### config.mk
export PLATFORM = sky130hd
export DESIGN_NAME = power_residue_mask_top_flat
export DESIGN_NICKNAME = d
export VERILOG_FILES = /design/src/rtl/prm_pkg.sv /design/src/rtl/prm_in_if.sv /design/src/rtl/prm_out_if.sv /design/src/rtl/prm_modmul.sv /design/src/rtl/power_residue_mask_top.sv /design/src/flat_wrapper.sv
export SDC_FILE = /design/constraint.sdc
export NUM_CORES = 1
export LEC_CHECK = 0
export ABC_CLOCK_PERIOD_IN_PS = 14000
export BUFFER_PORTS_ARGS = -buffer_cell sky130_fd_sc_hd__buf_2
export CORE_MARGIN = 10
export CORE_UTILIZATION = 66
export CTS_CLUSTER_DIAMETER = 120
export DETAILED_ROUTE_END_ITERATION = 6
export GPL_TIMING_DRIVEN = 0
export PLACE_DENSITY_LB_ADDON = 0.1
export SLEW_MARGIN = 30
export SYNTH_ARGS = -nofsm -noshare
export SYNTH_HDL_FRONTEND = slang
export SYNTH_SLANG_ARGS = --single-unit
### constraint.sdc
create_clock -name clk_i -period 14 [get_ports clk_i]
set_input_delay 0.7 -clock clk_i [delete_from_list [all_inputs] [get_ports clk_i]]
set_output_delay 0.7 -clock clk_i [all_outputs]
set_load 0.05 [all_outputs]
### src/rtl/prm_pkg.sv
// Shared constants, types and state encodings for the power residue mask block.
`default_nettype none

package prm_pkg;

  // Field widths of the channels
  localparam int unsigned MOD_W        = 8;
  localparam int unsigned EXP_W        = 16;
  localparam int unsigned HALF_W       = 64;
  localparam int unsigned SET_W        = 2 * HALF_W;
  localparam int unsigned BIT_W        = $clog2(EXP_W);

  // Default width of the residue set
  localparam int unsigned SET_BITS_DEF = 128;
  localparam int unsigned IDX_W_DEF    = $clog2(SET_BITS_DEF);

  // Top-level sequencer states
  typedef enum logic [3:0] {
    ST_IDLE,
    ST_LOAD,
    ST_SETUP,
    ST_START,
    ST_SQW,
    ST_MUL,
    ST_MULW,
    ST_NEXT,
    ST_DONE
  } prm_state_e;

  // Modular multiplier states
  typedef enum logic [2:0] {
    MM_IDLE,
    MM_DIV,
    MM_QUO,
    MM_QP,
    MM_FIX
  } mm_state_e;

  // Commands to the modular multiplier
  typedef struct packed {
    logic setup;  // compute the reciprocal of the modulus
    logic start;  // multiply a by b modulo p
  } mm_ctl_t;

  // Status from the modular multiplier
  typedef struct packed {
    logic busy;
    logic done;   // one-cycle pulse: setup finished or product ready
  } mm_stat_t;

endpackage

`default_nettype wire

### src/rtl/prm_in_if.sv
// Request channel: modulus and exponent with valid/ready.
`default_nettype none

interface prm_in_if;
  import prm_pkg::*;

  logic             valid;
  logic             ready;
  logic [MOD_W-1:0] modulus;
  logic [EXP_W-1:0] exponent;

  modport source (output valid, output modulus, output exponent, input ready);
  modport sink   (input valid, input modulus, input exponent, output ready);
endinterface

`default_nettype wire

### src/rtl/prm_out_if.sv
// Result channel: the residue set as two halves with valid/ready.
`default_nettype none

interface prm_out_if;
  import prm_pkg::*;

  logic              valid;
  logic              ready;
  logic [HALF_W-1:0] set_low;
  logic [HALF_W-1:0] set_high;

  modport source (output valid, output set_low, output set_high, input ready);
  modport sink   (input valid, input set_low, input set_high, output ready);
endinterface

`default_nettype wire

### src/rtl/prm_modmul.sv
// Iterative modular multiplier: Barrett reduction around one shared multiplier.
`default_nettype none

module prm_modmul #(
  parameter int unsigned VW = prm_pkg::IDX_W_DEF
) (
  input  logic              clk_i,
  input  logic              rst_ni,
  input  prm_pkg::mm_ctl_t  ctl_i,
  input  logic [VW:0]       mod_i,
  input  logic [VW-1:0]     a_i,
  input  logic [VW-1:0]     b_i,
  output prm_pkg::mm_stat_t stat_o,
  output logic [VW-1:0]     res_o
);
  import prm_pkg::*;

  localparam int unsigned S  = 2 * VW;   // product width, a*b < 2^S
  localparam int unsigned OW = S + 1;    // multiplier operand width
  localparam int unsigned CW = $clog2(S + 1);

  mm_state_e       state_q, state_d;
  logic [OW-1:0]   recip_q, recip_d;     // floor(2^S / p)
  logic [VW:0]     rem_q, rem_d;
  logic [CW-1:0]   cnt_q, cnt_d;
  logic [S-1:0]    x_q, q_q, qp_q;
  logic [VW-1:0]   res_q, res_d;
  logic            done_q, done_d;

  logic [OW-1:0]   opa, opb;
  logic [2*OW-1:0] prod;
  logic [VW+1:0]   shift_rem;
  logic            rem_ge;
  logic [S-1:0]    diff;
  logic [VW:0]     diff_n;

  // Shared multiplier, operands picked by phase
  always_comb begin
    opa = '0;
    opb = '0;
    case (state_q)
      MM_IDLE: begin
        opa = OW'(a_i);
        opb = OW'(b_i);
      end
      MM_QUO: begin
        opa = OW'(x_q);
        opb = recip_q;
      end
      MM_QP: begin
        opa = OW'(q_q);
        opb = OW'(mod_i);
      end
      default: begin
        opa = '0;
        opb = '0;
      end
    endcase
  end

  assign prod = opa * opb;

  // Restoring divider step: dividend is 2^S, one quotient bit per cycle
  assign shift_rem = {rem_q, (cnt_q == '0)};
  assign rem_ge    = (shift_rem >= (VW+2)'(mod_i));

  // Final correction: remainder estimate is below 2p
  assign diff   = x_q - qp_q;
  assign diff_n = diff[VW:0];

  // Next state and datapath control
  always_comb begin
    state_d = state_q;
    recip_d = recip_q;
    rem_d   = rem_q;
    cnt_d   = cnt_q;
    res_d   = res_q;
    done_d  = 1'b0;
    case (state_q)
      MM_IDLE: begin
        if (ctl_i.setup) begin
          rem_d   = '0;
          cnt_d   = '0;
          recip_d = '0;
          state_d = MM_DIV;
        end else if (ctl_i.start) begin
          state_d = MM_QUO;
        end
      end
      MM_DIV: begin
        rem_d   = rem_ge ? (VW+1)'(shift_rem - (VW+2)'(mod_i)) : shift_rem[VW:0];
        recip_d = {recip_q[OW-2:0], rem_ge};
        cnt_d   = cnt_q + CW'(1);
        if (cnt_q == CW'(S)) begin
          done_d  = 1'b1;
          state_d = MM_IDLE;
        end
      end
      MM_QUO: state_d = MM_QP;
      MM_QP:  state_d = MM_FIX;
      MM_FIX: begin
        res_d   = (diff_n >= mod_i) ? VW'(diff_n - mod_i) : diff_n[VW-1:0];
        done_d  = 1'b1;
        state_d = MM_IDLE;
      end
      default: state_d = MM_IDLE;
    endcase
  end

  // Control registers
  always_ff @(posedge clk_i or negedge rst_ni) begin
    if (!rst_ni) begin
      state_q <= MM_IDLE;
      done_q  <= 1'b0;
    end else begin
      state_q <= state_d;
      done_q  <= done_d;
    end
  end

  // Datapath registers
  always_ff @(posedge clk_i) begin
    recip_q <= recip_d;
    rem_q   <= rem_d;
    cnt_q   <= cnt_d;
    res_q   <= res_d;
    if (state_q == MM_IDLE && ctl_i.start) begin
      x_q <= prod[S-1:0];
    end
    if (state_q == MM_QUO) begin
      q_q <= prod[2*S-1:S];
    end
    if (state_q == MM_QP) begin
      qp_q <= prod[S-1:0];
    end
  end

  assign stat_o.busy = (state_q != MM_IDLE);
  assign stat_o.done = done_q;
  assign res_o       = res_q;

endmodule

`default_nettype wire

### src/rtl/power_residue_mask_top.sv
// Power residue mask: set of r^z mod p for all residues r below p.
//
// One request beat on in_i carries a modulus p and an exponent z; one result
// beat on out_o returns a 128-bit set (set_low = bits 0..63, set_high = bits
// 64..127) with bit k set when k = r^z mod p for some r < p. A modulus above
// SET_BITS is clamped to SET_BITS; a modulus of zero gives an empty set.
// The block takes one request at a time: in_i.ready is high only while idle.
// The reciprocal of p is computed once per request; then for each residue
// every exponent bit costs a modular square and every set bit of z an extra
// modular multiply, each through the single shared multiplier and its
// Barrett reduction.
// The result sits in an output register; a new request is taken while it
// waits, and a finished set is held until out_o.ready frees that register.
// Reset clears the sequencer and drops out_o.valid; no state is kept between
// requests.
`default_nettype none

module power_residue_mask_top #(
  parameter int unsigned SET_BITS = prm_pkg::SET_BITS_DEF
) (
  input  logic     clk_i,
  input  logic     rst_ni,
  prm_in_if.sink   in_i,
  prm_out_if.source out_o
);
  import prm_pkg::*;

  localparam int unsigned IDX_W = $clog2(SET_BITS);
  localparam int unsigned CNT_W = $clog2(SET_BITS + 1);

  prm_state_e        state_q, state_d;
  logic [CNT_W-1:0]  p_q, p_d;
  logic [EXP_W-1:0]  z_q, z_d;
  logic [CNT_W-1:0]  r_q, r_d;
  logic [IDX_W-1:0]  acc_q, acc_d;
  logic [BIT_W-1:0]  bit_q, bit_d;
  logic [SET_BITS-1:0] set_q, set_d;
  logic              out_valid_q;
  logic [HALF_W-1:0] lo_q, hi_q;

  logic              in_ready;
  logic              load_out;
  logic [CNT_W-1:0]  p_clamp;
  logic [IDX_W-1:0]  acc_init;
  logic [SET_W-1:0]  set_ext;

  mm_ctl_t           mm_ctl;
  mm_stat_t          mm_stat;
  logic [IDX_W-1:0]  mm_a, mm_b, mm_res;

  // Modulus saturates at the set width
  assign p_clamp  = (in_i.modulus > MOD_W'(SET_BITS)) ? CNT_W'(SET_BITS)
                                                      : CNT_W'(in_i.modulus);
  // 1 mod p: zero when p is one
  assign acc_init = (p_q == CNT_W'(1)) ? '0 : IDX_W'(1);
  assign set_ext  = SET_W'(set_q);

  prm_modmul #(
    .VW (IDX_W)
  ) u_modmul (
    .clk_i  (clk_i),
    .rst_ni (rst_ni),
    .ctl_i  (mm_ctl),
    .mod_i  ((IDX_W+1)'(p_q)),
    .a_i    (mm_a),
    .b_i    (mm_b),
    .stat_o (mm_stat),
    .res_o  (mm_res)
  );

  // Sequencer: residues outer, exponent bits MSB first inner
  always_comb begin
    state_d  = state_q;
    p_d      = p_q;
    z_d      = z_q;
    r_d      = r_q;
    acc_d    = acc_q;
    bit_d    = bit_q;
    set_d    = set_q;
    mm_ctl   = '0;
    mm_a     = acc_q;
    mm_b     = acc_q;
    in_ready = 1'b0;
    load_out = 1'b0;
    case (state_q)
      ST_IDLE: begin
        in_ready = 1'b1;
        if (in_i.valid) begin
          p_d     = p_clamp;
          z_d     = in_i.exponent;
          r_d     = '0;
          set_d   = '0;
          state_d = (p_clamp == '0) ? ST_DONE : ST_LOAD;
        end
      end
      ST_LOAD: begin
        mm_ctl.setup = 1'b1;
        state_d      = ST_SETUP;
      end
      ST_SETUP: begin
        if (mm_stat.done) begin
          acc_d   = acc_init;
          bit_d   = '1;
          state_d = ST_START;
        end
      end
      ST_START: begin
        if (r_q == p_q) begin
          state_d = ST_DONE;
        end else begin
          mm_ctl.start = 1'b1;
          state_d      = ST_SQW;
        end
      end
      ST_SQW: begin
        if (mm_stat.done) begin
          acc_d   = mm_res;
          state_d = z_q[bit_q] ? ST_MUL : ST_NEXT;
        end
      end
      ST_MUL: begin
        mm_b         = r_q[IDX_W-1:0];
        mm_ctl.start = 1'b1;
        state_d      = ST_MULW;
      end
      ST_MULW: begin
        if (mm_stat.done) begin
          acc_d   = mm_res;
          state_d = ST_NEXT;
        end
      end
      ST_NEXT: begin
        if (bit_q == '0) begin
          // power done: mark it and move to the next residue
          set_d[acc_q] = 1'b1;
          r_d          = r_q + CNT_W'(1);
          acc_d        = acc_init;
          bit_d        = '1;
          state_d      = ST_START;
        end else begin
          bit_d        = bit_q - BIT_W'(1);
          mm_ctl.start = 1'b1;
          state_d      = ST_SQW;
        end
      end
      ST_DONE: begin
        if (!out_valid_q || out_o.ready) begin
          load_out = 1'b1;
          state_d  = ST_IDLE;
        end
      end
      default: state_d = ST_IDLE;
    endcase
  end

  // Control registers
  always_ff @(posedge clk_i or negedge rst_ni) begin
    if (!rst_ni) begin
      state_q     <= ST_IDLE;
      out_valid_q <= 1'b0;
    end else begin
      state_q <= state_d;
      if (load_out) begin
        out_valid_q <= 1'b1;
      end else if (out_o.ready) begin
        out_valid_q <= 1'b0;
      end
    end
  end

  // Payload registers
  always_ff @(posedge clk_i) begin
    p_q   <= p_d;
    z_q   <= z_d;
    r_q   <= r_d;
    acc_q <= acc_d;
    bit_q <= bit_d;
    set_q <= set_d;
    if (load_out) begin
      lo_q <= set_ext[HALF_W-1:0];
      hi_q <= set_ext[SET_W-1:HALF_W];
    end
  end

  assign in_i.ready     = in_ready;
  assign out_o.valid    = out_valid_q;
  assign out_o.set_low  = lo_q;
  assign out_o.set_high = hi_q;

  // Multiplier completions only arrive while the sequencer waits for them
  assert property (@(posedge clk_i) disable iff (!rst_ni)
    mm_stat.done |-> (state_q == ST_SETUP || state_q == ST_SQW || state_q == ST_MULW))
    else $error("modmul done outside a wait state");

  // Commands are never issued to a busy multiplier
  assert property (@(posedge clk_i) disable iff (!rst_ni)
    (mm_ctl.start || mm_ctl.setup) |-> !mm_stat.busy)
    else $error("modmul command while busy");

  // The running power stays a residue of p
  assert property (@(posedge clk_i) disable iff (!rst_ni)
    (state_q == ST_NEXT) |-> (CNT_W'(acc_q) < p_q))
    else $error("accumulator not reduced");

  // Residue counter never passes the modulus
  assert property (@(posedge clk_i) disable iff (!rst_ni)
    (state_q != ST_IDLE) |-> (r_q <= p_q))
    else $error("residue counter overran modulus");

endmodule

`default_nettype wire

### src/flat_wrapper.sv
// flat-port wrapper written by rule: the top's interface ports become plain ports
module power_residue_mask_top_flat import prm_pkg::*;
#(
  parameter int unsigned SET_BITS = prm_pkg::SET_BITS_DEF
)
  (clk_i, rst_ni, in_i_valid, in_i_modulus, in_i_exponent, in_i_ready, out_o_valid, out_o_set_low, out_o_set_high, out_o_ready);
  prm_in_if in_i_i ();
  prm_out_if out_o_i ();
  input  logic clk_i;
  input  logic rst_ni;
  input wire logic [$bits(in_i_i.valid)-1:0] in_i_valid;
  input wire logic [$bits(in_i_i.modulus)-1:0] in_i_modulus;
  input wire logic [$bits(in_i_i.exponent)-1:0] in_i_exponent;
  output wire logic [$bits(in_i_i.ready)-1:0] in_i_ready;
  output wire logic [$bits(out_o_i.valid)-1:0] out_o_valid;
  output wire logic [$bits(out_o_i.set_low)-1:0] out_o_set_low;
  output wire logic [$bits(out_o_i.set_high)-1:0] out_o_set_high;
  input wire logic [$bits(out_o_i.ready)-1:0] out_o_ready;
  assign in_i_i.valid = in_i_valid;
  assign in_i_i.modulus = in_i_modulus;
  assign in_i_i.exponent = in_i_exponent;
  assign in_i_ready = in_i_i.ready;
  assign out_o_valid = out_o_i.valid;
  assign out_o_set_low = out_o_i.set_low;
  assign out_o_set_high = out_o_i.set_high;
  assign out_o_i.ready = out_o_ready;
  power_residue_mask_top #(.SET_BITS(SET_BITS)) u_core (.clk_i(clk_i), .rst_ni(rst_ni), .in_i(in_i_i), .out_o(out_o_i));
endmodule
==> results of run 1 <==
cell usage after synthesis (7+ instances only):
| library cell | count |
|---|---|
| mux2i_1 | 15 |
| fa_1 | 155 |
| nor4_1 | 9 |
| nand2_1 | 136 |
| and2_1 | 10 |
| a221oi_1 | 7 |
| a21oi_1 | 168 |
| nor2_1 | 281 |
| edfxtp_1 | 369 |
| nand2b_1 | 17 |
| and3_1 | 27 |
| clkbuf_1 | 75 |
| nor2b_1 | 17 |
| ha_1 | 117 |
| nor3_1 | 21 |
| a22oi_1 | 9 |
| nand3_1 | 17 |
| xnor2_1 | 33 |
| xor2_1 | 24 |
| dfrtp_1 | 9 |
| a21o_1 | 15 |
| inv_1 | 213 |
| o21ai_0 | 30 |
| a22o_1 | 8 |
| or2_2 | 11 |
worst max-delay path, stage by stage (launching register included):
cell      delay (ns)
dfrtp_1         0.34
buf_2           0.29
inv_1           0.10
nor3_1          0.74
clkbuf_1        0.45
buf_2           0.52
a22oi_1         0.37
nor2_1          0.23
fa_1            0.43
inv_1           0.09
fa_1            0.38
inv_1           0.09
fa_1            0.44
fa_1            0.52
fa_1            0.57
inv_1           0.08
fa_1            0.54
inv_1           0.04
ha_1            0.37
a41oi_1         0.25
o21ai_0         0.16
a22oi_1         0.31
a21boi_1        0.14
o21a_1          0.20
o31ai_1         0.32
or4b_1          0.46
o311ai_0        0.16
cell type report:
class	instances	area, um2
clock inverters	23	263
plain buffers	79	299
inverters	213	800
repair buffers	174	1010
clock buffers	46	981
fillers	2178	7790
well taps	442	553
multi-input cells	1216	9780
flip-flops and latches	378	11300
worst paths after layout:
check                                           start                         to  cells after the start
hold reg to reg                   u_core.set_ext[111]  u_core.out_o.set_high[47]                      0
setup / recovery           u_core.u_modmul.state_q[1]     u_core.u_modmul.q_q[5]                     26
max in group asynchronous                      rst_ni          u_core.state_q[1]                      1
hold / removal                                 rst_ni          u_core.state_q[2]                      1
min in group clk_i                   in_i_exponent[6]              u_core.z_q[6]                      1
setup reg to reg           u_core.u_modmul.state_q[1]     u_core.u_modmul.q_q[5]                     26
kinds of logic (layout without fill, tap and decap cells):
kind of cell | Yosys count | after routing | synth area share [%]
multiplexers | 26 | 26 | 1.50
adder cells (fa/ha/maj) | 272 | 272 | 20.7
XOR/XNOR | 57 | 57 | 2.26
AND/OR/NAND/NOR | 568 | 568 | 11.3
buffers and inverters | 292 | 535 | 4.98
AO/OA/AOI/OAI | 293 | 293 | 8.07
flip-flops | 378 | 378 | 51.2
through the flow:
step	util (%)	setup WS [ns]	total power, W
4_1_cts	76.2	5.21	0.00501
5_1_grt	76.2	4.65	0.00535
6_report	76.2	5.11	0.00503
3_3_place_gp	71.4	4.16	0.00386
2_1_floorplan	-	6.41	0.00331
3_5_place_dp	72.4	5.38	0.00396
sequential cells by signal, indices dropped and copies added (netlist names), 14 cells and up:
signal and cells:
u_core.u_modmul.q_q 14, u_core.out_o.set_low 64, u_core.u_modmul.recip_q 15, u_core.u_modmul.x_q 14
u_core.out_o.set_high 64, u_core.set_ext 128, u_core.z_q 16
power by group through the flow:
| stage | sequential [W] | clock (W) | combinational, W |
|---|---|---|---|
| finish | 0.00172 | 0.00101 | 0.00231 |
| global route | 0.00174 | 0.00106 | 0.00256 |
| CTS | 0.00171 | 0.00101 | 0.00228 |
| detailed placement | 0.00173 | 0 | 0.00222 |
| global placement | 0.00173 | 0 | 0.00213 |
| floorplan | 0.00169 | 0 | 0.00163 |
routing by layer:
layer | vias to the layer above | routed length [um] | GRT usage, %
met2 | 759 | 25500 | 42.8
met3 | 133 | 4990 | 5.02
met4 | 0 | 2090 | 9.91
met5 | - | 0 | 0
met1 | 7458 | 20900 | 33.8
li1 | 6877 | - | -
==> metrics.md, run 1 <==
| Metric | Value |
|---|---|
| Seq/Total Area, Yosys | `51.2%` |
| Die height | `203 um` |
| Final Critical Period | `8.89 ns` |
| Largest area contributor in the netlist | `edfxtp_1` |
| Initial DRC Count | `1446` |
| CTS max path bufs | `3` |
| RSZ-0062 raised after global routing | `no` |
| Die Area | `0.0412 mm2` |
| GRT Total Usage | `26.0%` |
| DIE WIDTH | `203 um` |
| Setup Skew | `0.0371 ns` |
| Placed Cells | `2501` |
| Netlist Area Pre-Place | `0.0221 mm2` |
| Global-route wire length before repair | `84.4 mm` |
| Critical path class | `flip-flop to flip-flop` |
| Final Hold Fails | `0` |
| Worst setup SP type | `flip-flop` |
| CP Data Required Time | `14.27 ns` |
| Pwr dens | `201 mW/mm2` |
| Tightest Pin Transition | `1.00 ns` |
| Syn Area/Cell | `11.7 um2` |
| Final GP Congestion | `0.981` |
| Setup slack, reg-to-reg | `5.11 ns` |
| Largest net degree at the start of global routing | `44` |
| Synthesized flop and latch total | `378` |
| CTS sink cnt | `378` |
| Comb pwr share | `45.8%` |
| EDFF count, synth | `369` |
| Vias | `15200` |
| Commonest cells after routing, fill and taps aside | `edfxtp_1, nor2_1, inv_1` |
| Clock network fraction of design power | `20.0%` |
| Root Driver | `clkbuf_16` |
| DR vias/cell | `5.92` |
| Period utilisation layout | `63.5%` |
| IO buf count | `157` |
| Hold Worst Slack | `0.00687 ns` |
| Max_cap viols | `0` |
| Setup tns final | `0 ns` |
| I/O Pins | `158` |
| Max_slew headroom | `33.1%` |
| ANT nets after route | `0` |
| Finished Layout Cells | `2571` |
| Mapped Cells | `1886` |
| Core area | `0.0328 mm2` |
| Reg clk slew, reported paths | `0.06 ns` |
| Clock Latency Late Sink | `0.55 ns` |
| Layout Nets | `2400` |
| Synth warn | `0` |
| Commonest non-fill, non-tap cell in the layout | `edfxtp_1` |
| H-tree levels | `2` |
| Row count | `66` |
| Post-CTS setup buffer count | `0` |
| Largest cells by area after synthesis | `edfxtp_1, fa_1, ha_1` |
| Final setup violation count | `0` |
| Post-CTS Resized | `0` |
| DR DRC count | `0` |
| N_diodes | `0` |
| Flop pwr share | `34.2%` |
| Syn-to-layout area delta | `13.2%` |
| Worst setup EP type | `flip-flop` |
| Drt pass-1 iters | `7` |
| Post-synthesis net count | `2186` |
| Starting Density | `67.3%` |
| Top FF cell, synth | `edfxtp_1` |
| P_sw | `0.00204 W` |
| Cts bufs inserted | `38` |
| CTS tree | `built` |
| Sw Share | `40.5%` |
| P_leak | `10.3 nW` |
| Post-place instance area | `0.0237 mm2` |
| Synth async-reset ratio | `2.38%` |
| Crit Path Max Fanout | `23` |
| Top-area cell type share of the netlist area | `50.2%` |
| Number of global-route vias before repair | `15400` |
| Hold WC Path Type | `input pin to async pin` |
| Hpwl dp | `39.5 mm` |
| Final Cell Area | `0.0250 mm2` |
| Cell variety after synth | `63` |
| Pint | `0.00300 W` |
| Post-CTS Hold Buffers | `0` |
| Per-cell routed wire length | `20.8 um` |
| Status | `finished clean` |
| Slew Viols, Final | `0` |
| Peak VDD IR | `0.152 mV` |
| Max Clock Freq | `0.112 GHz` |
| Share of post-route cells with drive strength above 1 | `12.8%` |
| Worst Path Arrival | `9.16 ns` |
| Initial antenna violation count | `0` |
| Overflow left after global routing | `0` |
| Drt total wl | `53.5 mm` |
Power figures use the tool's default switching activity.
==> inputs of run 2 (changes only) <==
--- a/config.mk
+++ b/config.mk
@@ -5,10 +5,11 @@
 export SDC_FILE = /design/constraint.sdc
 export NUM_CORES = 1
 export LEC_CHECK = 0
-export ABC_CLOCK_PERIOD_IN_PS = 14000
+export ABC_AREA = 1
+export ABC_CLOCK_PERIOD_IN_PS = 8000
 export BUFFER_PORTS_ARGS = -buffer_cell sky130_fd_sc_hd__buf_2
 export CORE_MARGIN = 10
-export CORE_UTILIZATION = 66
+export CORE_UTILIZATION = 56
 export CTS_CLUSTER_DIAMETER = 120
 export DETAILED_ROUTE_END_ITERATION = 6
 export GPL_TIMING_DRIVEN = 0
==> constraint.sdc (replaced) <==
create_clock -name clk_i -period 8 [get_ports clk_i]
set_input_delay 0.4 -clock clk_i [delete_from_list [all_inputs] [get_ports clk_i]]
set_output_delay 0.4 -clock clk_i [all_outputs]
set_load 0.05 [all_outputs]
==> run 2 against run 1 <==
Sequential power is 80% higher. Sequential share of layout area is 2.0 points lower. Combinational power is 140% higher. Die area is 21% higher. Routed wire length is 6.3% higher. Flip-flop and latch count stayed put. Clock-buffer cell count is 6 higher. Critical path depth is 2 lower. Total power is 110% higher. First-iteration DRC count is 3.6% lower. Worst setup slack worse by 4.0 ns. Area after synthesis is 4.4% higher. Critical path type unchanged. Highest routed layer unchanged.
==> metrics.md, run 2 <==
| Metric | Value |
|---|---|
| Hpwl dp | `43.6 mm (was 39.5 mm)` |
| Top-area cell type share of the netlist area | `48.1% (was 50.2%)` |
| IO buf count | `157 (unchanged)` |
| Max Clock Freq | `0.144 GHz (was 0.112 GHz)` |
| Clock Latency Late Sink | `0.57 ns (was 0.55 ns)` |
| Top FF cell, synth | `edfxtp_1 (unchanged)` |
| Synthesized flop and latch total | `378 (unchanged)` |
| EDFF count, synth | `369 (unchanged)` |
| Hold WC Path Type | `input pin to flip-flop (was input pin to async pin)` |
| Status | `finished clean (unchanged)` |
| Root Driver | `clkbuf_16 (unchanged)` |
| Cell variety after synth | `45 (was 63)` |
| Critical path cell sequence | `inv_1, nand3_4, o22ai_1, buf_2, nand2_1, fa_1, fa_1, inv_1, fa_1, fa_1, fa_1, inv_1, fa_1, inv_1, ha_1, nand2_1, nor2_1, nand2_1, nor2_1, nand2_1, inv_1, nor2_1, nand2_1, nand2_1` |
| Vias | `16500 (was 15200)` |
| Final setup violation count | `0 (unchanged)` |
| Layout Nets | `2775 (was 2400)` |
| Metal3 WL | `3.98 mm (was 4.99 mm)` |
| DR DRC count | `0 (unchanged)` |
| Setup tns final | `0 ns (unchanged)` |
| P_leak | `11.8 nW (was 10.3 nW)` |
| Final GP Congestion | `0.940 (was 0.981)` |
| Slowest stage delay, CP | `0.79 ns (was 0.74 ns)` |
| Netlist Area Pre-Place | `0.0231 mm2 (was 0.0221 mm2)` |
| Clock network fraction of design power | `17.4% (was 20.0%)` |
| Starting Density | `56.6% (was 67.3%)` |
| Tightest Pin Transition | `1.00 ns (about the same)` |
| Overflow left after global routing | `0 (unchanged)` |
| Period utilisation layout | `86.7% (was 63.5%)` |
| Core area | `0.0407 mm2 (was 0.0328 mm2)` |
| Initial antenna violation count | `0 (unchanged)` |
| Peak VDD IR | `0.289 mV (was 0.152 mV)` |
| Critical path buffers and inverters | `6 (was 8)` |
| Die Area | `0.0497 mm2 (was 0.0412 mm2)` |
| Filler cells | `3334 (was 2178)` |
| CP Data Required Time | `8.31 ns (was 14.27 ns)` |
| DIE WIDTH | `223 um (was 203 um)` |
| Seq/Total Area, Yosys | `49.0% (was 51.2%)` |
| Metal-1 WL | `24.6 mm (was 20.9 mm)` |
| CTS sink cnt | `378 (unchanged)` |
| Worst setup EP type | `flip-flop (unchanged)` |
| H-tree levels | `2 (unchanged)` |
| Number of global-route vias before repair | `16200 (was 15400)` |
| Reg area | `0.0113 mm2 (unchanged)` |
| Post-synthesis net count | `2556 (was 2186)` |
| Commonest cells after routing, fill and taps aside | `nand2_1, edfxtp_1, inv_1 (was edfxtp_1, nor2_1, inv_1)` |
| Final Hold Fails | `0 (unchanged)` |
| Pint | `0.00574 W (was 0.00300 W)` |
| Multi-input gate area | `0.0100 mm2 (was 0.00978 mm2)` |
| Worst Path Arrival | `7.25 ns (was 9.16 ns)` |
| DR top layer | `met4 (unchanged)` |
| Drt pass-1 iters | `6 (was 7)` |
| Worst setup SP type | `flip-flop (unchanged)` |
| Flop pwr share | `29.3% (was 34.2%)` |
| ANT nets after route | `0 (unchanged)` |
| Syn Area/Cell | `10.2 um2 (was 11.7 um2)` |
| Synth warn | `0 (unchanged)` |
| Per-cell routed wire length | `18.7 um (was 20.8 um)` |
| Largest cells by area after synthesis | `edfxtp_1, fa_1, ha_1 (unchanged)` |
| Initial DRC Count | `1394 (was 1446)` |
| Commonest non-fill, non-tap cell in the layout | `nand2_1 (was edfxtp_1)` |
| Tot Pwr | `0.0106 W (was 0.00503 W)` |
| Largest register FFs | `128 (unchanged)` |
| Die height | `223 um (was 203 um)` |
| I/O Pins | `158 (unchanged)` |
| Count leader, synth | `nand2_1 (was edfxtp_1)` |
| Syn-to-layout area delta | `13.5% (was 13.2%)` |
| GRT Total Usage | `22.7% (was 26.0%)` |
| Met2 routed WL | `27.0 mm (was 25.5 mm)` |
| Drt total wl | `56.9 mm (was 53.5 mm)` |
| Crit path max-delay family | `adder cells (unchanged)` |
| Max_cap viols | `0 (unchanged)` |
| P_sw | `0.00481 W (was 0.00204 W)` |
| Pwr dens | `403 mW/mm2 (was 201 mW/mm2)` |
| Commonest cells post-synth | `nand2_1, edfxtp_1, inv_1, nor2_1, a21oi_1 (was edfxtp_1, nor2_1, inv_1, a21oi_1, fa_1)` |
| Crit Path Max Fanout | `10 (was 23)` |
| CTS tree | `built (unchanged)` |
| Synth async-reset ratio | `2.38% (unchanged)` |
| N_diodes | `0 (unchanged)` |
| Reg clk slew, reported paths | `0.06 ns (about the same)` |
| Critical path class | `flip-flop to flip-flop (unchanged)` |
| Finished Layout Cells | `3036 (was 2571)` |
| Comb pwr share | `53.3% (was 45.8%)` |
| Critical path's slowest cell | `o22ai_1 (was nor3_1)` |
| Share of post-route cells with drive strength above 1 | `11.8% (was 12.8%)` |
| DR vias/cell | `5.44 (was 5.92)` |
| Mapped Cells | `2256 (was 1886)` |
| Max_slew headroom | `33.2% (was 33.1%)` |
| Final Critical Period | `6.94 ns (was 8.89 ns)` |
| CTS max path bufs | `3 (unchanged)` |
| Layout Utilization | `64.2% (was 76.2%)` |
| RSZ-0062 raised after global routing | `no (unchanged)` |
| Row count | `74 (was 66)` |
| Placed Cells | `2954 (was 2501)` |
| Setup Skew | `0.0164 ns (was 0.0371 ns)` |
| Largest net degree at the start of global routing | `51 (was 44)` |
| Global-route wire length before repair | `90.2 mm (was 84.4 mm)` |
| Largest area contributor in the netlist | `edfxtp_1 (unchanged)` |
| Cts bufs inserted | `41 (was 38)` |
| Sw Share | `45.6% (was 40.5%)` |
| Slew Viols, Final | `0 (unchanged)` |
## run 2: cell types whose count changed after synthesis, moves of 15 or more
cell / delta
xnor2_1: -23
a21oi_1: +17
inv_1: +154
mux2i_1: -15
inv_2: +18
nor2b_1: -17
nand2b_1: -17
nand4_1: +16
nand2_1: +247
clkbuf_1: -51
nor2_1: +78
nand3_1: +38
and3_1: -26
## run 2: final cells by class
class	count	area share [%]
Multi-Input combinational cell	1437	38.2
Inverter	393	5.74
Buffer	48	1.02
Clock buffer	52	4.16
Tap cell	532	2.54
Sequential cell	378	43.2
Clock inverter	20	0.808
Timing Repair Buffer	176	4.28
## run 2: final timing paths
path | slack (ns) | cells after the start | to | from
min in group asynchronous | 0.26 | 2 | u_core.u_modmul.state_q[0] | rst_ni
worst min-delay path | 0.02 | 1 | u_core.z_q[8] | in_i_exponent[8]
worst max-delay path | 1.06 | 24 | u_core.u_modmul.q_q[13] | u_core.u_modmul.state_q[0]
max in group asynchronous | 7.51 | 2 | u_core.state_q[1] | rst_ni
worst min register to register | 0.45 | 0 | u_core.out_o.set_high[34] | u_core.set_ext[98]
worst max register to register | 1.06 | 24 | u_core.u_modmul.q_q[13] | u_core.u_modmul.state_q[0]
## run 2: per-layer routing
layer | GRT usage (%) | up-vias
met3 | 3.31 | 82
met2 | 36.9 | 597
met4 | 6.19 | 0
met5 | 0 | -
li1 | - | 7772
met1 | 31.6 | 8068
## run 2: power groups by stage
stage,sequential [W],clock [W],combinational (W)
final,0.00309,0.00184,0.00562
after global routing,0.00312,0.00194,0.00634
after CTS,0.00308,0.00187,0.00562
after detailed placement,0.00312,0,0.00556
after global placement,0.00313,0,0.00544
after floorplan,0.00305,0,0.00396
## run 2: metrics by stage
stage	area (um2)	setup slack, ns	hold WS [ns]
after floorplan	23100	1.24	0.104
after global placement	24500	-0.802	0.298
after detailed placement	24800	1.17	0.302
after CTS	26200	1.11	0.00161
after global routing	26200	0.720	0.00929
final	26200	1.06	0.0169
## run 2: timing repair
item                                   in CTS  in global routing
setup endpoints to repair                   0                  0
hold buffers                               10                  0
endpoints found under the hold margin      18                  0
resized for setup                           0                  0
setup buffers                               0                  0
## run 2: cell families (layout without fill, tap and decap cells)
logic type / Yosys count / in the layout / synth area share [%]
XOR/XNOR: 37 / 37 / 1.41
AND/OR/NAND/NOR: 859 / 859 / 15.3
adder cells (fa/ha/maj): 272 / 272 / 19.8
buffers and inverters: 441 / 689 / 7.68
flip-flops: 378 / 378 / 49.0
AO/OA/AOI/OAI: 269 / 269 / 6.77
==> inputs of run 3 (changes only) <==
--- a/config.mk
+++ b/config.mk
@@ -13,7 +13,8 @@
 export CTS_CLUSTER_DIAMETER = 120
 export DETAILED_ROUTE_END_ITERATION = 6
 export GPL_TIMING_DRIVEN = 0
-export PLACE_DENSITY_LB_ADDON = 0.1
+export PLACE_DENSITY_LB_ADDON = 0.25
+export SKIP_CTS_REPAIR_TIMING = 1
 export SLEW_MARGIN = 30
 export SYNTH_ARGS = -nofsm -noshare
 export SYNTH_HDL_FRONTEND = slang
==> run 3 against run 2 <==
Critical path type unchanged. Non-clock buffer count fell by 11. Combinational power about the same. Routed wire length decreased by 0.15%. Clock skew rose by 0.00060 ns. Sequential power barely moved. Via count increased by 0.71%. Global-route usage is 0.050 points higher. Largest power group unchanged.
==> metrics.md, run 3 (same netlist as run 2, synthesis figures left out) <==
| Metric | Value |
|---|---|
| Peak VDD IR | `0.262 mV (was 0.289 mV)` |
| Syn-to-layout area delta | `12.8% (was 13.5%)` |
| Row count | `74 (unchanged)` |
| N_diodes | `0 (unchanged)` |
| Drt total wl | `56.8 mm (was 56.9 mm)` |
| Die height | `223 um (unchanged)` |
| Flop pwr share | `29.3% (about the same)` |
| Final setup violation count | `0 (unchanged)` |
| Final Hold Fails | `0 (unchanged)` |
| Global-route wire length before repair | `91.2 mm (was 90.2 mm)` |
| Max_cap viols | `0 (unchanged)` |
| IO buf count | `157 (unchanged)` |
| Layout Nets | `2762 (was 2775)` |
| Initial DRC Count | `1670 (was 1394)` |
| Hpwl dp | `43.3 mm (was 43.6 mm)` |
| P_leak | `11.7 nW (was 11.8 nW)` |
| DR vias/cell | `5.50 (was 5.44)` |
| Critical path startpoint | `u_core.u_modmul.state_q[1] (was u_core.u_modmul.state_q[0])` |
| Critical path class | `flip-flop to flip-flop (unchanged)` |
| Largest register FFs | `128 (unchanged)` |
| Final Critical Period | `7.00 ns (was 6.94 ns)` |
| Final Worst Setup Slack | `1.00 ns (was 1.06 ns)` |
| Setup Skew | `0.0171 ns (was 0.0164 ns)` |
| Period utilisation layout | `87.5% (was 86.7%)` |
| GRT Total Usage | `22.8% (was 22.7%)` |
| RSZ-0062 raised after global routing | `no (unchanged)` |
| H-tree levels | `2 (unchanged)` |
| Tightest Pin Transition | `0.930 ns (was 1.00 ns)` |
| Setup tns final | `0 ns (unchanged)` |
| Vias | `16600 (was 16500)` |
| Number of global-route vias before repair | `16700 (was 16200)` |
| Reg clk slew, reported paths | `0.06 ns (about the same)` |
| P_sw | `0.00477 W (was 0.00481 W)` |
| Hold Crit Start | `in_i_exponent[1] (was in_i_exponent[8])` |
| Initial antenna violation count | `0 (unchanged)` |
| Worst Path Arrival | `7.27 ns (was 7.25 ns)` |
| Crit Path Max Fanout | `10 (unchanged)` |
| Placed Cells | `2952 (was 2954)` |
| CTS sink cnt | `378 (unchanged)` |
| DR DRC count | `0 (unchanged)` |
| Hold WC Path Type | `input pin to flip-flop (unchanged)` |
| Setup slack, reg-to-reg | `1.00 ns (was 1.06 ns)` |
| CTS tree | `built (unchanged)` |
| Finished Layout Cells | `3025 (was 3036)` |
| Per-cell routed wire length | `18.8 um (was 18.7 um)` |
| Worst setup SP type | `flip-flop (unchanged)` |
| DIE WIDTH | `223 um (unchanged)` |
| Share of post-route cells with drive strength above 1 | `11.9% (was 11.8%)` |
| Sw Share | `45.4% (was 45.6%)` |
| Status | `finished clean (unchanged)` |
| Post-place instance area | `0.0247 mm2 (was 0.0248 mm2)` |
| Pwr dens | `404 mW/mm2 (was 403 mW/mm2)` |
| Final Cell Area | `0.0260 mm2 (was 0.0262 mm2)` |
| Comb pwr share | `53.3% (about the same)` |
| Largest net degree at the start of global routing | `51 (unchanged)` |
| Hold Worst Slack | `0.0352 ns (was 0.0169 ns)` |
| CTS max path bufs | `3 (unchanged)` |
| Root Driver | `clkbuf_16 (unchanged)` |
| Commonest non-fill, non-tap cell in the layout | `nand2_1 (unchanged)` |
| Pint | `0.00573 W (was 0.00574 W)` |
| Die Area | `0.0497 mm2 (unchanged)` |
| Overflow left after global routing | `0 (unchanged)` |
| R2r startpoint | `u_core.u_modmul.state_q[1] (was u_core.u_modmul.state_q[0])` |
| Core area | `0.0407 mm2 (unchanged)` |
| Slew Viols, Final | `0 (unchanged)` |
| Pre-CTS WS | `1.08 ns (was 1.17 ns)` |
| Clock Latency Late Sink | `0.54 ns (was 0.57 ns)` |
| ANT nets after route | `0 (unchanged)` |
| I/O Pins | `158 (unchanged)` |
| Drt pass-1 iters | `7 (was 6)` |
| Cts bufs inserted | `39 (was 41)` |
| Max Clock Freq | `0.143 GHz (was 0.144 GHz)` |
| Starting Density | `56.6% (unchanged)` |
| Max_slew headroom | `38.0% (was 33.2%)` |
| CP Data Required Time | `8.27 ns (was 8.31 ns)` |
| Clock network fraction of design power | `17.4% (about the same)` |
| Final GP Congestion | `0.978 (was 0.940)` |
| Commonest cells after routing, fill and taps aside | `nand2_1, edfxtp_1, inv_1 (unchanged)` |
| Filler cells | `3239 (was 3334)` |
| Worst setup EP type | `flip-flop (unchanged)` |
run 3: cell types whose count changed in the layout (fill, tap and decap cells not counted), sizes merged:
cell,before,now
clkinv,19,24
bufinv,5,6
buf,190,188
clkinvlp,2,1
clkbuf,76,71
dlygate4sd3,10,1
run 3: worst paths after layout:
kind                                              to  cells after the start
min in group asynchronous          u_core.state_q[1]                      2
min reg2reg                u_core.out_o.set_high[37]                      0
max reg2reg                   u_core.u_modmul.q_q[0]                     22
max in group asynchronous     u_core.u_modmul.done_q                      2
max                           u_core.u_modmul.q_q[0]                     22
min                                    u_core.z_q[1]                      1
run 3: final cells by class:
type	count	area, um2	area share [%]
multi-input combinational	1437	10000	38.5
sequential	378	11300	43.5
buffer	48	267	1.02
clock inverter	25	240	0.924
timing repair buffer	165	988	3.80
tap	532	666	2.56
clock buffer	47	1040	3.99
inverter	393	1500	5.78
run 3: power by group through the flow:
stage                     clock (W)  combinational [W]  sequential [W]
after global routing        0.00192            0.00630         0.00311
after detailed placement          0            0.00552         0.00311
final                       0.00183            0.00560         0.00308
after CTS                   0.00184            0.00556         0.00308
after global placement            0            0.00538         0.00312
after floorplan                   0            0.00396         0.00305
run 3: routing by layer:
metal	vias to the layer above	part of all wire [%]	GRT usage, %
met4	0	2.4	6.69
met2	747	48	37.3
met3	93	8.2	3.69
met5	-	0	0
met1	8053	42	30.9
li1	7743	-	-
run 3: critical path, cell delays in order (launching register included):
cell and delay [ns]:
dfrtp_1 0.46, nand3_4 0.18, inv_2 0.09, buf_6 0.17
a22oi_1 0.59, inv_1 0.21, buf_2 0.26, nand2_1 0.12
fa_1 0.44, fa_1 0.52, inv_1 0.05, fa_1 0.48
fa_1 0.52, fa_1 0.57, inv_1 0.06, fa_1 0.54
inv_1 0.05, ha_1 0.37, a21oi_1 0.34, o21ai_0 0.21
inv_1 0.11, nand3_1 0.16, xor2_1 0.21
run 3: metrics by stage:
step | util (%) | power (W)
after floorplan | - | 0.00701
after global placement | 60.1 | 0.00850
after detailed placement | 60.7 | 0.00863
after CTS | 63.8 | 0.0105
after global routing | 63.8 | 0.0113
final | 63.8 | 0.0105
